==> src/rtl/u8n1_pkg.sv <==
// Package for the 8N1 UART transceiver: item types, configuration register
// indexes and counter widths shared by the receiver, transmitter and top level.
// Depends on nothing.
package u8n1_pkg;

    // Width of the bit-timing countdowns.
    localparam int CNT_W = 16;
    // Width of the configuration write data, the widest register.
    localparam int CFG_DATA_W = 16;
    localparam int CFG_INDEX_W = 2;
    localparam int DATA_BITS = 8;
    localparam int BIT_IDX_W = 3;

    typedef logic [CNT_W-1:0] t_cnt;

    // Configuration register indexes.
    localparam logic [CFG_INDEX_W-1:0] CFG_BIT_PERIOD = 2'd0;
    localparam logic [CFG_INDEX_W-1:0] CFG_FIRST_SAMPLE_DELAY = 2'd1;
    localparam logic [CFG_INDEX_W-1:0] CFG_RX_ENABLE = 2'd2;

    // Reset values of the configuration registers.
    localparam logic [15:0] BIT_PERIOD_RST = 16'd104;
    localparam logic [15:0] FIRST_SAMPLE_DELAY_RST = 16'd156;

    typedef struct packed {
        logic [15:0] bit_period;
        logic [15:0] first_sample_delay;
        logic        rx_enable;
    } t_cfg;

    typedef struct packed {
        logic       rx_line;
        logic       send_request;
        logic [7:0] send_byte;
    } t_in_item;

    typedef struct packed {
        logic       tx_line;
        logic       rx_valid;
        logic [7:0] rx_byte;
        logic       tx_done;
        logic       tx_busy;
    } t_out_item;

    typedef struct packed {
        logic       rx_valid;
        logic [7:0] rx_byte;
    } t_rx_res;

    typedef struct packed {
        logic tx_line;
        logic tx_done;
        logic tx_busy;
    } t_tx_res;

    // Converts a 16-bit register value into a countdown load value.
    function automatic t_cnt cnt_load(logic [15:0] v);
        return CNT_W'(v);
    endfunction

endpackage

==> src/rtl/uart_8n1_transceiver.sv <==
// Top level of the 8N1 UART transceiver: configuration registers, receiver and
// transmitter instances, and the two-entry result buffer. Depends on u8n1_pkg.
//
// Usage: every input item is one timebase tick. It carries the receive pin
// level, a send request and the byte to send. Every accepted item produces
// exactly one result item with the transmit pin level, a one-tick receive
// strobe with the last received byte, a one-tick transmit done strobe and the
// transmitter busy flag, all as they stand after that tick.
// Results are registered; a result goes to the skid register while the result
// register is stalled. Throughput is one item per cycle while o_in_ready is high;
// the bit timing counters in the receiver and transmitter advance once per
// accepted item, so the serial rate is set by bit_period in items, not cycles.
// The result register is backed by a skid register. When the result consumer
// stalls, one more item is still accepted into the skid register, and then
// o_in_ready drops until the consumer takes a result. Stalls on either side
// only pause the tick stream; they never change the serial timing.
// Configuration is a plain write port: i_cfg_we with i_cfg_index selects the
// register (0 bit_period, 1 first_sample_delay, 2 rx_enable); index 3 is
// ignored. Writes are meant for idle periods only.
// Synchronous reset returns both state machines to idle, the transmit line to
// high, the configuration to 104 / 156 / disabled, and empties the buffer.
module uart_8n1_transceiver (
    input  logic                                i_clk,
    input  logic                                i_rst_n,
    input  logic                                i_in_valid,
    output logic                                o_in_ready,
    input  u8n1_pkg::t_in_item                  i_in_item,
    output logic                                o_out_valid,
    input  logic                                i_out_ready,
    output u8n1_pkg::t_out_item                 o_out_item,
    input  logic                                i_cfg_we,
    input  logic [u8n1_pkg::CFG_INDEX_W-1:0]    i_cfg_index,
    input  logic [u8n1_pkg::CFG_DATA_W-1:0]     i_cfg_data
);
    import u8n1_pkg::*;

    t_cfg      r_cfg;
    t_rx_res   rx_res;
    t_tx_res   tx_res;
    t_out_item new_item;
    t_out_item r_out;
    t_out_item r_skid;
    logic      r_out_valid;
    logic      r_skid_valid;
    logic      in_fire;
    logic      out_fire;

    // Configuration registers.
    always_ff @(posedge i_clk) begin
        if (!i_rst_n) begin
            r_cfg.bit_period         <= BIT_PERIOD_RST;
            r_cfg.first_sample_delay <= FIRST_SAMPLE_DELAY_RST;
            r_cfg.rx_enable          <= 1'b0;
        end else if (i_cfg_we) begin
            case (i_cfg_index)
                CFG_BIT_PERIOD:         r_cfg.bit_period <= i_cfg_data;
                CFG_FIRST_SAMPLE_DELAY: r_cfg.first_sample_delay <= i_cfg_data;
                CFG_RX_ENABLE:          r_cfg.rx_enable <= i_cfg_data[0];
                default: begin
                end
            endcase
        end
    end

    // The skid register is the only thing that can hold off new items.
    assign o_in_ready = !r_skid_valid;
    assign in_fire    = i_in_valid && o_in_ready;
    assign out_fire   = r_out_valid && i_out_ready;

    u8n1_rx u_rx (
        .i_clk     (i_clk),
        .i_rst_n   (i_rst_n),
        .i_fire    (in_fire),
        .i_rx_line (i_in_item.rx_line),
        .i_cfg     (r_cfg),
        .o_res     (rx_res)
    );

    u8n1_tx u_tx (
        .i_clk          (i_clk),
        .i_rst_n        (i_rst_n),
        .i_fire         (in_fire),
        .i_send_request (i_in_item.send_request),
        .i_send_byte    (i_in_item.send_byte),
        .i_bit_period   (r_cfg.bit_period),
        .o_res          (tx_res)
    );

    always_comb begin
        new_item.tx_line  = tx_res.tx_line;
        new_item.rx_valid = rx_res.rx_valid;
        new_item.rx_byte  = rx_res.rx_byte;
        new_item.tx_done  = tx_res.tx_done;
        new_item.tx_busy  = tx_res.tx_busy;
    end

    // Result register with skid register behind it. A new item can only
    // arrive while the skid register is empty.
    always_ff @(posedge i_clk) begin
        if (!i_rst_n) begin
            r_out_valid  <= 1'b0;
            r_skid_valid <= 1'b0;
        end else if (!r_out_valid || out_fire) begin
            if (r_skid_valid) begin
                r_out_valid  <= 1'b1;
                r_skid_valid <= 1'b0;
            end else begin
                r_out_valid <= in_fire;
            end
        end else if (in_fire) begin
            r_skid_valid <= 1'b1;
        end
    end

    always_ff @(posedge i_clk) begin
        if (!r_out_valid || out_fire) begin
            if (r_skid_valid) begin
                r_out <= r_skid;
            end else if (in_fire) begin
                r_out <= new_item;
            end
        end else if (in_fire) begin
            r_skid <= new_item;
        end
    end

    assign o_out_valid = r_out_valid;
    assign o_out_item  = r_out;

    // The skid register is only ever filled behind a held result.
    a_skid_behind_out: assert property (@(posedge i_clk) disable iff (!i_rst_n)
        r_skid_valid |-> r_out_valid)
        else $error("skid register holds an item while the result register is empty");

    // An accepted item always leaves a result waiting after the edge.
    a_fire_gives_result: assert property (@(posedge i_clk) disable iff (!i_rst_n)
        in_fire |=> r_out_valid)
        else $error("accepted item produced no result");

    // A stalled result and another accepted item must block input on the next cycle.
    a_full_blocks: assert property (@(posedge i_clk) disable iff (!i_rst_n)
        (r_out_valid && !i_out_ready && in_fire) |=> !o_in_ready)
        else $error("input not blocked with both result registers full");

    // The transmitter drops busy on the tick it reports done.
    a_done_not_busy: assert property (@(posedge i_clk) disable iff (!i_rst_n)
        r_out_valid |-> !(r_out.tx_done && r_out.tx_busy))
        else $error("tx_done and tx_busy set in the same result");

endmodule

==> src/rtl/u8n1_rx.sv <==
// Receiver of the 8N1 UART transceiver: start-edge detection, bit timing and
// the receive shift register. Depends on u8n1_pkg.
module u8n1_rx (
    input  logic              i_clk,
    input  logic              i_rst_n,
    input  logic              i_fire,
    input  logic              i_rx_line,
    input  u8n1_pkg::t_cfg    i_cfg,
    output u8n1_pkg::t_rx_res o_res
);
    import u8n1_pkg::*;

    typedef enum logic [1:0] {
        RX_IDLE,
        RX_DATA,
        RX_STOP
    } t_rx_state;

    t_rx_state            r_state, n_state;
    t_cnt                 r_cnt, n_cnt;
    logic [BIT_IDX_W-1:0] r_idx, n_idx;
    logic [7:0]           r_shift, n_shift;
    logic                 r_prev;
    logic [7:0]           r_hold, n_hold;
    logic                 n_valid;
    logic                 expired;

    assign expired = (r_cnt <= CNT_W'(1));

    always_comb begin
        n_state = r_state;
        n_cnt   = r_cnt;
        n_idx   = r_idx;
        n_shift = r_shift;
        n_hold  = r_hold;
        n_valid = 1'b0;
        case (r_state)
            RX_IDLE: begin
                if (i_cfg.rx_enable && r_prev && !i_rx_line) begin
                    n_cnt   = cnt_load(i_cfg.first_sample_delay);
                    n_idx   = '0;
                    n_state = RX_DATA;
                end
            end
            RX_DATA: begin
                if (expired) begin
                    n_shift = {i_rx_line, r_shift[7:1]};
                    n_cnt   = cnt_load(i_cfg.bit_period);
                    if (r_idx == BIT_IDX_W'(DATA_BITS - 1)) begin
                        n_state = RX_STOP;
                    end else begin
                        n_idx = r_idx + BIT_IDX_W'(1);
                    end
                end else begin
                    n_cnt = r_cnt - CNT_W'(1);
                end
            end
            RX_STOP: begin
                if (expired) begin
                    // The stop bit is not checked; the byte is delivered as is.
                    n_hold  = r_shift;
                    n_valid = 1'b1;
                    n_state = RX_IDLE;
                end else begin
                    n_cnt = r_cnt - CNT_W'(1);
                end
            end
            default: begin
                n_state = RX_IDLE;
            end
        endcase
    end

    always_ff @(posedge i_clk) begin
        if (!i_rst_n) begin
            r_state <= RX_IDLE;
            r_cnt   <= '0;
            r_idx   <= '0;
            r_shift <= '0;
            r_prev  <= 1'b1;
            r_hold  <= '0;
        end else if (i_fire) begin
            r_state <= n_state;
            r_cnt   <= n_cnt;
            r_idx   <= n_idx;
            r_shift <= n_shift;
            r_prev  <= i_rx_line;
            r_hold  <= n_hold;
        end
    end

    assign o_res.rx_valid = n_valid;
    assign o_res.rx_byte  = n_hold;

endmodule

==> src/rtl/u8n1_tx.sv <==
// Transmitter of the 8N1 UART transceiver: frame sequencing, bit timing and
// the transmit shift register. Depends on u8n1_pkg.
module u8n1_tx (
    input  logic              i_clk,
    input  logic              i_rst_n,
    input  logic              i_fire,
    input  logic              i_send_request,
    input  logic [7:0]        i_send_byte,
    input  logic [15:0]       i_bit_period,
    output u8n1_pkg::t_tx_res o_res
);
    import u8n1_pkg::*;

    typedef enum logic [1:0] {
        TX_IDLE,
        TX_START,
        TX_DATA,
        TX_STOP
    } t_tx_state;

    t_tx_state            r_state, n_state;
    t_cnt                 r_cnt, n_cnt;
    logic [BIT_IDX_W-1:0] r_idx, n_idx;
    logic [7:0]           r_shift, n_shift;
    logic                 r_level, n_level;
    logic                 n_done;
    logic                 expired;

    assign expired = (r_cnt <= CNT_W'(1));

    always_comb begin
        n_state = r_state;
        n_cnt   = r_cnt;
        n_idx   = r_idx;
        n_shift = r_shift;
        n_level = r_level;
        n_done  = 1'b0;
        case (r_state)
            TX_IDLE: begin
                if (i_send_request) begin
                    n_shift = i_send_byte;
                    n_level = 1'b0;
                    n_cnt   = cnt_load(i_bit_period);
                    n_state = TX_START;
                end
            end
            TX_START: begin
                if (expired) begin
                    n_level = r_shift[0];
                    n_shift = {1'b1, r_shift[7:1]};
                    n_cnt   = cnt_load(i_bit_period);
                    n_idx   = '0;
                    n_state = TX_DATA;
                end else begin
                    n_cnt = r_cnt - CNT_W'(1);
                end
            end
            TX_DATA: begin
                if (expired) begin
                    n_cnt = cnt_load(i_bit_period);
                    if (r_idx == BIT_IDX_W'(DATA_BITS - 1)) begin
                        n_level = 1'b1;
                        n_state = TX_STOP;
                    end else begin
                        n_level = r_shift[0];
                        n_shift = {1'b1, r_shift[7:1]};
                        n_idx   = r_idx + BIT_IDX_W'(1);
                    end
                end else begin
                    n_cnt = r_cnt - CNT_W'(1);
                end
            end
            TX_STOP: begin
                if (expired) begin
                    n_level = 1'b1;
                    n_done  = 1'b1;
                    n_state = TX_IDLE;
                end else begin
                    n_cnt = r_cnt - CNT_W'(1);
                end
            end
            default: begin
                n_level = 1'b1;
                n_state = TX_IDLE;
            end
        endcase
    end

    always_ff @(posedge i_clk) begin
        if (!i_rst_n) begin
            r_state <= TX_IDLE;
            r_cnt   <= '0;
            r_idx   <= '0;
            r_shift <= '0;
            r_level <= 1'b1;
        end else if (i_fire) begin
            r_state <= n_state;
            r_cnt   <= n_cnt;
            r_idx   <= n_idx;
            r_shift <= n_shift;
            r_level <= n_level;
        end
    end

    assign o_res.tx_line = n_level;
    assign o_res.tx_done = n_done;
    assign o_res.tx_busy = (n_state != TX_IDLE);

endmodule

==> config.mk <==
export PLATFORM = sky130hd
export DESIGN_NAME = uart_8n1_transceiver
export DESIGN_NICKNAME = d
export VERILOG_FILES = /design/src/rtl/u8n1_pkg.sv /design/src/rtl/uart_8n1_transceiver.sv /design/src/rtl/u8n1_rx.sv /design/src/rtl/u8n1_tx.sv
export SDC_FILE = /design/constraint.sdc
export NUM_CORES = 1
export LEC_CHECK = 0
export CAP_MARGIN = 20
export CORE_ASPECT_RATIO = 0.6
export CORE_MARGIN = 10
export CORE_UTILIZATION = 25
export CTS_BUF_LIST = sky130_fd_sc_hd__clkbuf_8 sky130_fd_sc_hd__clkbuf_16
export DETAILED_ROUTE_END_ITERATION = 10
export DONT_BUFFER_PORTS = 1
export SYNTH_ARGS = -nofsm -noshare
export SYNTH_HDL_FRONTEND = slang
export SYNTH_SLANG_ARGS = --single-unit
==> constraint.sdc <==
create_clock -name i_clk -period 5.9 [get_ports i_clk]
set_input_delay 1.18 -clock i_clk [delete_from_list [all_inputs] [get_ports i_clk]]
set_output_delay 1.18 -clock i_clk [all_outputs]
set_load 0.05 [all_outputs]
==> summary.md, run 1 <==
• 60 — pin count of the biggest net entering global routing
• sky130_fd_sc_hd__dfxtp_1 — top flip-flop cell by instance count after synthesis
• 0% — share of flip-flops with an asynchronous set or reset after synthesis
• 44 — Cell Rows
• 11.33% — Tot GR Track Use
• 0.0002117 V — Peak VDD IR
• 44.17% — proportion of synthesized chip area in sequential cells
• 32160 sq um — Die ar.
• 0 — number of setup violations in the final report
• 25.72% — effective utilization at floorplan
• 2 — number of instances on the worst hold path
• 127 — clk sink count
• 3.45 ns — CP Data Arrival Time
• 29.41% — core utilization of the finished layout
• 0 — Hold-fix buffers, CTS
• 4 — count of H-tree levels built during CTS
• 0 — count of nets left with antenna violations after detail routing
• 40.96% — Max-Slew Margin vs Limit
• 47 — io pins
• 12700 um — DPL Wire Length
• sky130_fd_sc_hd__dfxtp_1 — library cell with the largest summed area after synthesis
• 0 — number of hold violations in the final report
• u_rx.r_cnt[0]$_SDFFE_PN0P_ — reg-to-reg critical path startpoint
• 0 — Max Transition Viols Final
• sky130_fd_sc_hd__nand2_1 — leading cell type by number of instances after synthesis
• 0.01027 ns — final worst clock skew
• 0 — total setup buffers inserted after CTS
• 17.51 um — routed wire length per instance
• 0.8602 — GP Congestion
• 5 — drt first pass iters
• u_rx.r_shift[0]$_SDFFE_PN0P_ — crit path capture
• sky130_fd_sc_hd__clkbuf_16 — buffer cell driving the clock tree root
• 14.36% — layout overhead on the synthesized area
• 224.9 um — horizontal extent of the die
• 720 — number of instances in the synthesized netlist
• 2.74 ns — R2R Setup Slk
• 0.8846 ns — transition time at the pin with the least slew margin
• 0 — initial antenna violation count
• no — setup repair after global routing missed its margin
• 0 — total of warnings raised by yosys
• 8.750 sq um — synthesized area divided by synthesized cell count
• sky130_fd_sc_hd__dfxtp_1 (33%), sky130_fd_sc_hd__edfxtp_1 (11%), sky130_fd_sc_hd__nand2_1 (7.5%), sky130_fd_sc_hd__a21oi_1 (5.6%), sky130_fd_sc_hd__mux2_2 (3.4%) — main area contributors after synthesis
• 0 — # diodes
• 337.7 nW/um^2 — power density over cell area
• 53.62% — period utilisation layout
• 0 — Port Buffers
• 143.0 um — Chip Height
• flip-flop — nature of the critical path endpoint
• 24 — number of enable-type register cells in the synthesized netlist
• flip-flop to flip-flop — path class of the lowest-slack min-delay path
• 6300 sq um — Syn Std Cell Area
• 4880 — vias in the first global route
• u_rx.r_cnt[0]$_SDFFE_PN0P_ — CP startpoint
• 28730 um — global-route wire length before repair
• 0 — Congestion Overflow GR
• 3.164 ns — min cycle time layout
• 0 — Gates resized, CTS repair
• 0 ns — sum of negative setup slack
• sky130_fd_sc_hd__nand2_1 (126), sky130_fd_sc_hd__dfxtp_1 (103), sky130_fd_sc_hd__a21oi_1 (70) — most common library cells after synthesis
• 24500 sq um — Core ar.
• 580 — Iter 0 DRT Violations
• flip-flop to flip-flop — critical path class
• 768 — number of nets in the synthesized netlist
• 0.002558 uW — static leakage power
• 2433 uW — post-layout power
• 0 — DRC violations left
• 32.73% — area share of the largest cell type after synthesis
• 0.06 ns — clock-pin slew reported for the worst setup and hold paths after clock tree synthesis
• 0.3161 GHz — Peak Freq
• 6.19 ns — worst endpoint required time
• 127 — Yosys reg bits
• 2.736 ns — Worst Setup Slack, final
• 5380 — routed via count
• 17 — Inserted Clock Buffers
• 63 — Cell variety after synth
• built — CTS tree
• finished, final reports clean — run status
• flip-flop — nature of the critical path startpoint
• 11.38% — fraction of final layout cells sized beyond drive strength 1
• 19 — Max Fanout on Critical Path
• u_rx.r_shift[0]$_SDFFE_PN0P_ — capturing point of the worst reg2reg path
• 0.4573 ns — hold slack
• 0 — number of max-cap violations
• 8 — worst reg2reg path depth
• 747 — layout net count
• 2 — largest buffer count on any clock path
• 0.42 ns — source-to-sink clock delay at the later pin of the worst-skew pair
• 5.203 — post-detailed-route via-to-cell ratio
• 2.753 ns — Setup WS pre-CTS
• 18100 um — WL final
state kept, by name (all words and copies together), names as in the netlist, 2 cells and up:
register / count
o_out_item: 12
u_tx.r_idx: 3
u_rx.r_state: 2
u_rx.r_idx: 3
u_rx.r_cnt: 16
r_skid: 12
u_rx.r_shift: 8
r_cfg: 33
u_rx.r_hold: 8
u_tx.r_shift: 8
u_tx.r_cnt: 16
u_tx.r_state: 2
logic make-up (layout without fill, tap and decap cells):
| kind of cell | count (synthesis) | in the layout | share of synthesized area (%) |
|---|---|---|---|
| DFF | 127 | 127 | 44.17 |
| and+or+nand+nor | 250 | 250 | 18.85 |
| xor gates and xnor gates | 13 | 13 | 1.807 |
| AOI/OAI and AO/OA | 213 | 213 | 22.19 |
| buffers and inverters | 71 | 63 | 4.707 |
| muxes | 31 | 31 | 5.303 |
| adders and majority gates | 15 | 15 | 2.979 |
placed cells by master (no fill, tap or decap), drive strengths merged, types with 19 or more instances in the layout:
cell    instances
a21oi          71
dfxtp         103
edfxtp         24
inv            28
mux2           19
nand2         126
nand3          24
nor2           37
o211ai         21
o21ai          31
power by group:
group          internal, uW  total, uW  switching (uW)
Combinational           103        315             212
Sequential              920        969            49.6
Clock                   714       1150             434
per-layer routing:
layer / track usage (%) / wire [um]
met1: 16.89 / 9229
met2: 14.84 / 7110
met3: 3.865 / 1584
met4: 2.779 / 177
met5: 0 / 0
per-stage QoR:
step / instance area, sq um / std cells
floorplan: 6300 / 720
CTS: 7197 / 1033
global route: 7204 / 1034
detailed placement: 6564 / 1001
global placement: 6564 / 1001
finish: 7204 / 1034
layout make-up:
cell class | count | area [sq um]
Sequential cell | 127 | 2783
Inverter | 22 | 82.58
Fill cell | 2554 | 17290
Multi-Input combinational cell | 522 | 3236
Clock inverter | 15 | 207.7
Clock buffer | 17 | 425.4
Timing Repair Buffer | 9 | 67.56
Tap cell | 322 | 402.9
worst max-delay path, stage by stage, from the launching register on:
cell and delay [ns]:
sky130_fd_sc_hd__dfxtp_1 0.35, sky130_fd_sc_hd__inv_1 0.13, sky130_fd_sc_hd__ha_1 0.37, sky130_fd_sc_hd__nor2_1 0.09, sky130_fd_sc_hd__nor3_1 0.61, sky130_fd_sc_hd__and4_1 0.88, sky130_fd_sc_hd__nand2_1 0.38, sky130_fd_sc_hd__nand2_1 0.16
sky130_fd_sc_hd__a21oi_1 0.07
worst min path at each step:
stage / endpoint / slack (ns) / startpoint
floorplan: r_cfg[10]$_SDFFE_PN0P_ / 0.44 / r_cfg[10]$_SDFFE_PN0P_
global placement: r_cfg[12]$_SDFFE_PN0P_ / 0.45 / r_cfg[12]$_SDFFE_PN0P_
detailed placement: r_cfg[12]$_SDFFE_PN0P_ / 0.45 / r_cfg[12]$_SDFFE_PN0P_
CTS: r_cfg[13]$_SDFFE_PN0P_ / 0.46 / r_cfg[13]$_SDFFE_PN0P_
global route: u_rx.r_cnt[13]$_SDFFE_PN0P_ / 0.49 / u_rx.r_cnt[13]$_SDFFE_PN0P_
finish: r_cfg[12]$_SDFFE_PN0P_ / 0.46 / r_cfg[12]$_SDFFE_PN0P_
Note: power is estimated with default switching activity, not from simulation.
==> run 2, diff against run 1 <==
==> constraint.sdc (replaced) <==
create_clock -name i_clk -period 3 [get_ports i_clk]
set_input_delay 0.6 -clock i_clk [delete_from_list [all_inputs] [get_ports i_clk]]
set_output_delay 0.6 -clock i_clk [all_outputs]
set_load 0.05 [all_outputs]
==> summary.md, run 2 (synthesized netlist as in run 1, its figures left out) <==
• 44 — Cell Rows, unchanged
• 32160 sq um — Die ar., unchanged
• 1431 um — Routed met3 length, was 1584 um
• flip-flop to flip-flop — critical path class, unchanged
• 0 — Max Transition Viols Final, unchanged
• 2.98 ns — CP Data Arrival Time, was 3.45 ns
• 13.7% — combinational group share of total power, was 13.0%
• 17 — Inserted Clock Buffers, unchanged
• 33 — max FFs per register, unchanged
• finished, final reports clean — run status, unchanged
• 47.1% — portion of total power attributed to the clock network, was 47.2%
• 4978 — vias in the first global route, was 4880
• 0 — Gates resized, CTS repair, unchanged
• 0.8847 — GP Congestion, was 0.8602
• 18030 um — WL final, was 18100 um
• sky130_fd_sc_hd__nand2_1 (126), sky130_fd_sc_hd__dfxtp_1 (103), sky130_fd_sc_hd__a21oi_1 (69), sky130_fd_sc_hd__nor2_1 (36), sky130_fd_sc_hd__o21ai_0 (28) — commonest cells after routing, fill and taps aside, unchanged
• 0 — DRC violations left, unchanged
• 8 — worst reg2reg path depth, unchanged
• 0 — # diodes, unchanged
• 0.3777 GHz — Peak Freq, was 0.3161 GHz
• 2 — largest buffer count on any clock path, unchanged
• 39.2% — sequential share of power, was 39.8%
• 3527 uW — Int Pwr, was 1737 uW
• 0 — Port Buffers, unchanged
• no — setup repair after global routing missed its margin, unchanged
• 0.35 ns — R2R Setup Slk, was 2.74 ns
• input pin to flip-flop — path class of the lowest-slack min-delay path, was flip-flop to flip-flop
• 0.0003851 V — Peak VDD IR, was 0.0002117 V
• 5 — drt first pass iters, unchanged
• 0.002644 uW — static leakage power, was 0.002558 uW
• 13.56% — fraction of final layout cells sized beyond drive strength 1, was 11.38%
• sky130_fd_sc_hd__nand2_1 — most frequent standard cell in the layout excluding fill and tap cells, unchanged
• 0.42 ns — source-to-sink clock delay at the later pin of the worst-skew pair, about the same
• 24500 sq um — Core ar., unchanged
• met4 — top metal layer carrying routed signals, unchanged
• 0 — Congestion Overflow GR, unchanged
• 0.009225 ns — final worst clock skew, was 0.01027 ns
• 0 — count of nets left with antenna violations after detail routing, unchanged
• 27.46% — switching fraction of total power, was 28.60%
• r_cfg — Top reg by flops, unchanged
• 0 — number of max-cap violations, unchanged
• 12720 um — DPL Wire Length, was 12700 um
• 17.13 um — routed wire length per instance, was 17.51 um
• 37.40% — Max-Slew Margin vs Limit, was 40.96%
• 1 — number of instances on the worst hold path, was 2
• 0.06 ns — clock-pin slew reported for the worst setup and hold paths after clock tree synthesis, about the same
• 7139 um — amount of wire on met2 after detailed routing, was 7110 um
• r_cfg x33, u_rx.r_cnt x16, u_tx.r_cnt x16 — registers with the most flip-flops, unchanged
• 13 — Max Fanout on Critical Path, was 19
• 28970 um — global-route wire length before repair, was 28730 um
• 5.086 — post-detailed-route via-to-cell ratio, was 5.203
• 2.648 ns — min cycle time layout, was 3.164 ns
• 9320 um — met1 wire length, was 9229 um
• 47 — io pins, unchanged
• 661.1 nW/um^2 — power density over cell area, was 337.7 nW/um^2
• u_tx.r_cnt[3]$_SDFFE_PN0P_ — capturing point of the worst reg2reg path, was u_rx.r_shift[0]$_SDFFE_PN0P_
• u_tx.r_cnt[0]$_SDFFE_PN0P_ — CP startpoint, was u_rx.r_cnt[0]$_SDFFE_PN0P_
• 60 — pin count of the biggest net entering global routing, unchanged
• 0 — Hold-fix buffers, CTS, unchanged
• 88.26% — period utilisation layout, was 53.62%
• 11.42% — Tot GR Track Use, was 11.33%
• 0 — number of setup violations in the final report, unchanged
• flip-flop — nature of the critical path endpoint, unchanged
• 3.34 ns — worst endpoint required time, was 6.19 ns
• 0 ns — sum of negative setup slack, unchanged
• sky130_fd_sc_hd__clkbuf_16 — buffer cell driving the clock tree root, unchanged
• 16.72% — layout overhead on the synthesized area, was 14.36%
• u_tx.r_level$_SDFFE_PN1P_ — end point of the worst hold path, was r_cfg[12]$_SDFFE_PN0P_
• 765 — layout net count, was 747
• flip-flop — nature of the critical path startpoint, unchanged
• 4 — count of H-tree levels built during CTS, unchanged
• 7353 sq um — design area, was 7204 sq um
• i_rst_n — hold_sp, was r_cfg[12]$_SDFFE_PN0P_
• 0 — number of hold violations in the final report, unchanged
• 0 — initial antenna violation count, unchanged
• 6706 sq um — cell area after placement, was 6564 sq um
• 0 — total setup buffers inserted after CTS, unchanged
• 143.0 um — Chip Height, unchanged
• 601 — Iter 0 DRT Violations, was 580
• 1335 uW — switching power of the nets, was 695.7 uW
• 127 — clk sink count, unchanged
• u_tx.r_cnt[0]$_SDFFE_PN0P_ — reg-to-reg critical path startpoint, was u_rx.r_cnt[0]$_SDFFE_PN0P_
• 224.9 um — horizontal extent of the die, unchanged
• 0.9380 ns — transition time at the pin with the least slew margin, was 0.8846 ns
• 5350 — routed via count, was 5380
• 25.72% — effective utilization at floorplan, unchanged
• built — CTS tree, unchanged
run 2: worst max-delay path by stage:
stage,endpoint,depth (start not counted)
floorplan,o_out_item[2]$_DFFE_PP_,8
global placement,o_out_item[6]$_DFFE_PP_,5
detailed placement,o_out_item[3]$_DFFE_PP_,5
CTS,o_out_item[9]$_DFFE_PP_,5
global route,u_tx.r_cnt[11]$_SDFFE_PN0P_,8
finish,u_tx.r_cnt[3]$_SDFFE_PN0P_,8
run 2: worst max-delay path: stages, from the launching register on:
cell,delay (ns)
sky130_fd_sc_hd__dfxtp_1,0.39
sky130_fd_sc_hd__inv_1,0.10
sky130_fd_sc_hd__ha_1,0.25
sky130_fd_sc_hd__nor2_1,0.42
sky130_fd_sc_hd__nor4_1,0.12
sky130_fd_sc_hd__buf_4,0.17
sky130_fd_sc_hd__a21oi_1,0.40
sky130_fd_sc_hd__nand2_1,0.44
sky130_fd_sc_hd__o22ai_1,0.28
run 2: stage by stage:
stage	total power [uW]	setup slack (ns)	instances	utilization (%)	hold slack [ns]
detailed placement	2594	0.3601	1020	27.37	0.4506
floorplan	2403	0.5989	720	-	0.4365
global route	5054	0.1772	1052	30.02	0.2579
finish	4862	0.3522	1052	30.02	0.2782
global placement	2588	0.3925	1020	27.37	0.4434
CTS	4887	0.3671	1052	30.02	0.2555
run 2: final cells by class:
type,instances,area (sq um)
well taps,322,402.9
flip-flops and latches,127,2783
inverters,22,82.58
clock inverters,15,221.5
fillers,2522,17150
clock buffers,17,425.4
multi-input cells,522,3236
repair buffers,27,202.7
run 2: power groups by stage:
stage,combinational [uW],clock [uW],sequential (uW)
final,668,2290,1900
after global routing,735,2410,1910
after CTS,657,2320,1910
after detailed placement,653,0,1940
after global placement,647,0,1940
after floorplan,480,0,1920
run 2: layer usage:
metal | vias up | track usage (%)
met1 | 2526 | 17.33
met3 | 13 | 3.190
li1 | 2624 | -
met5 | - | 0
met2 | 187 | 14.76
met4 | 0 | 3.563
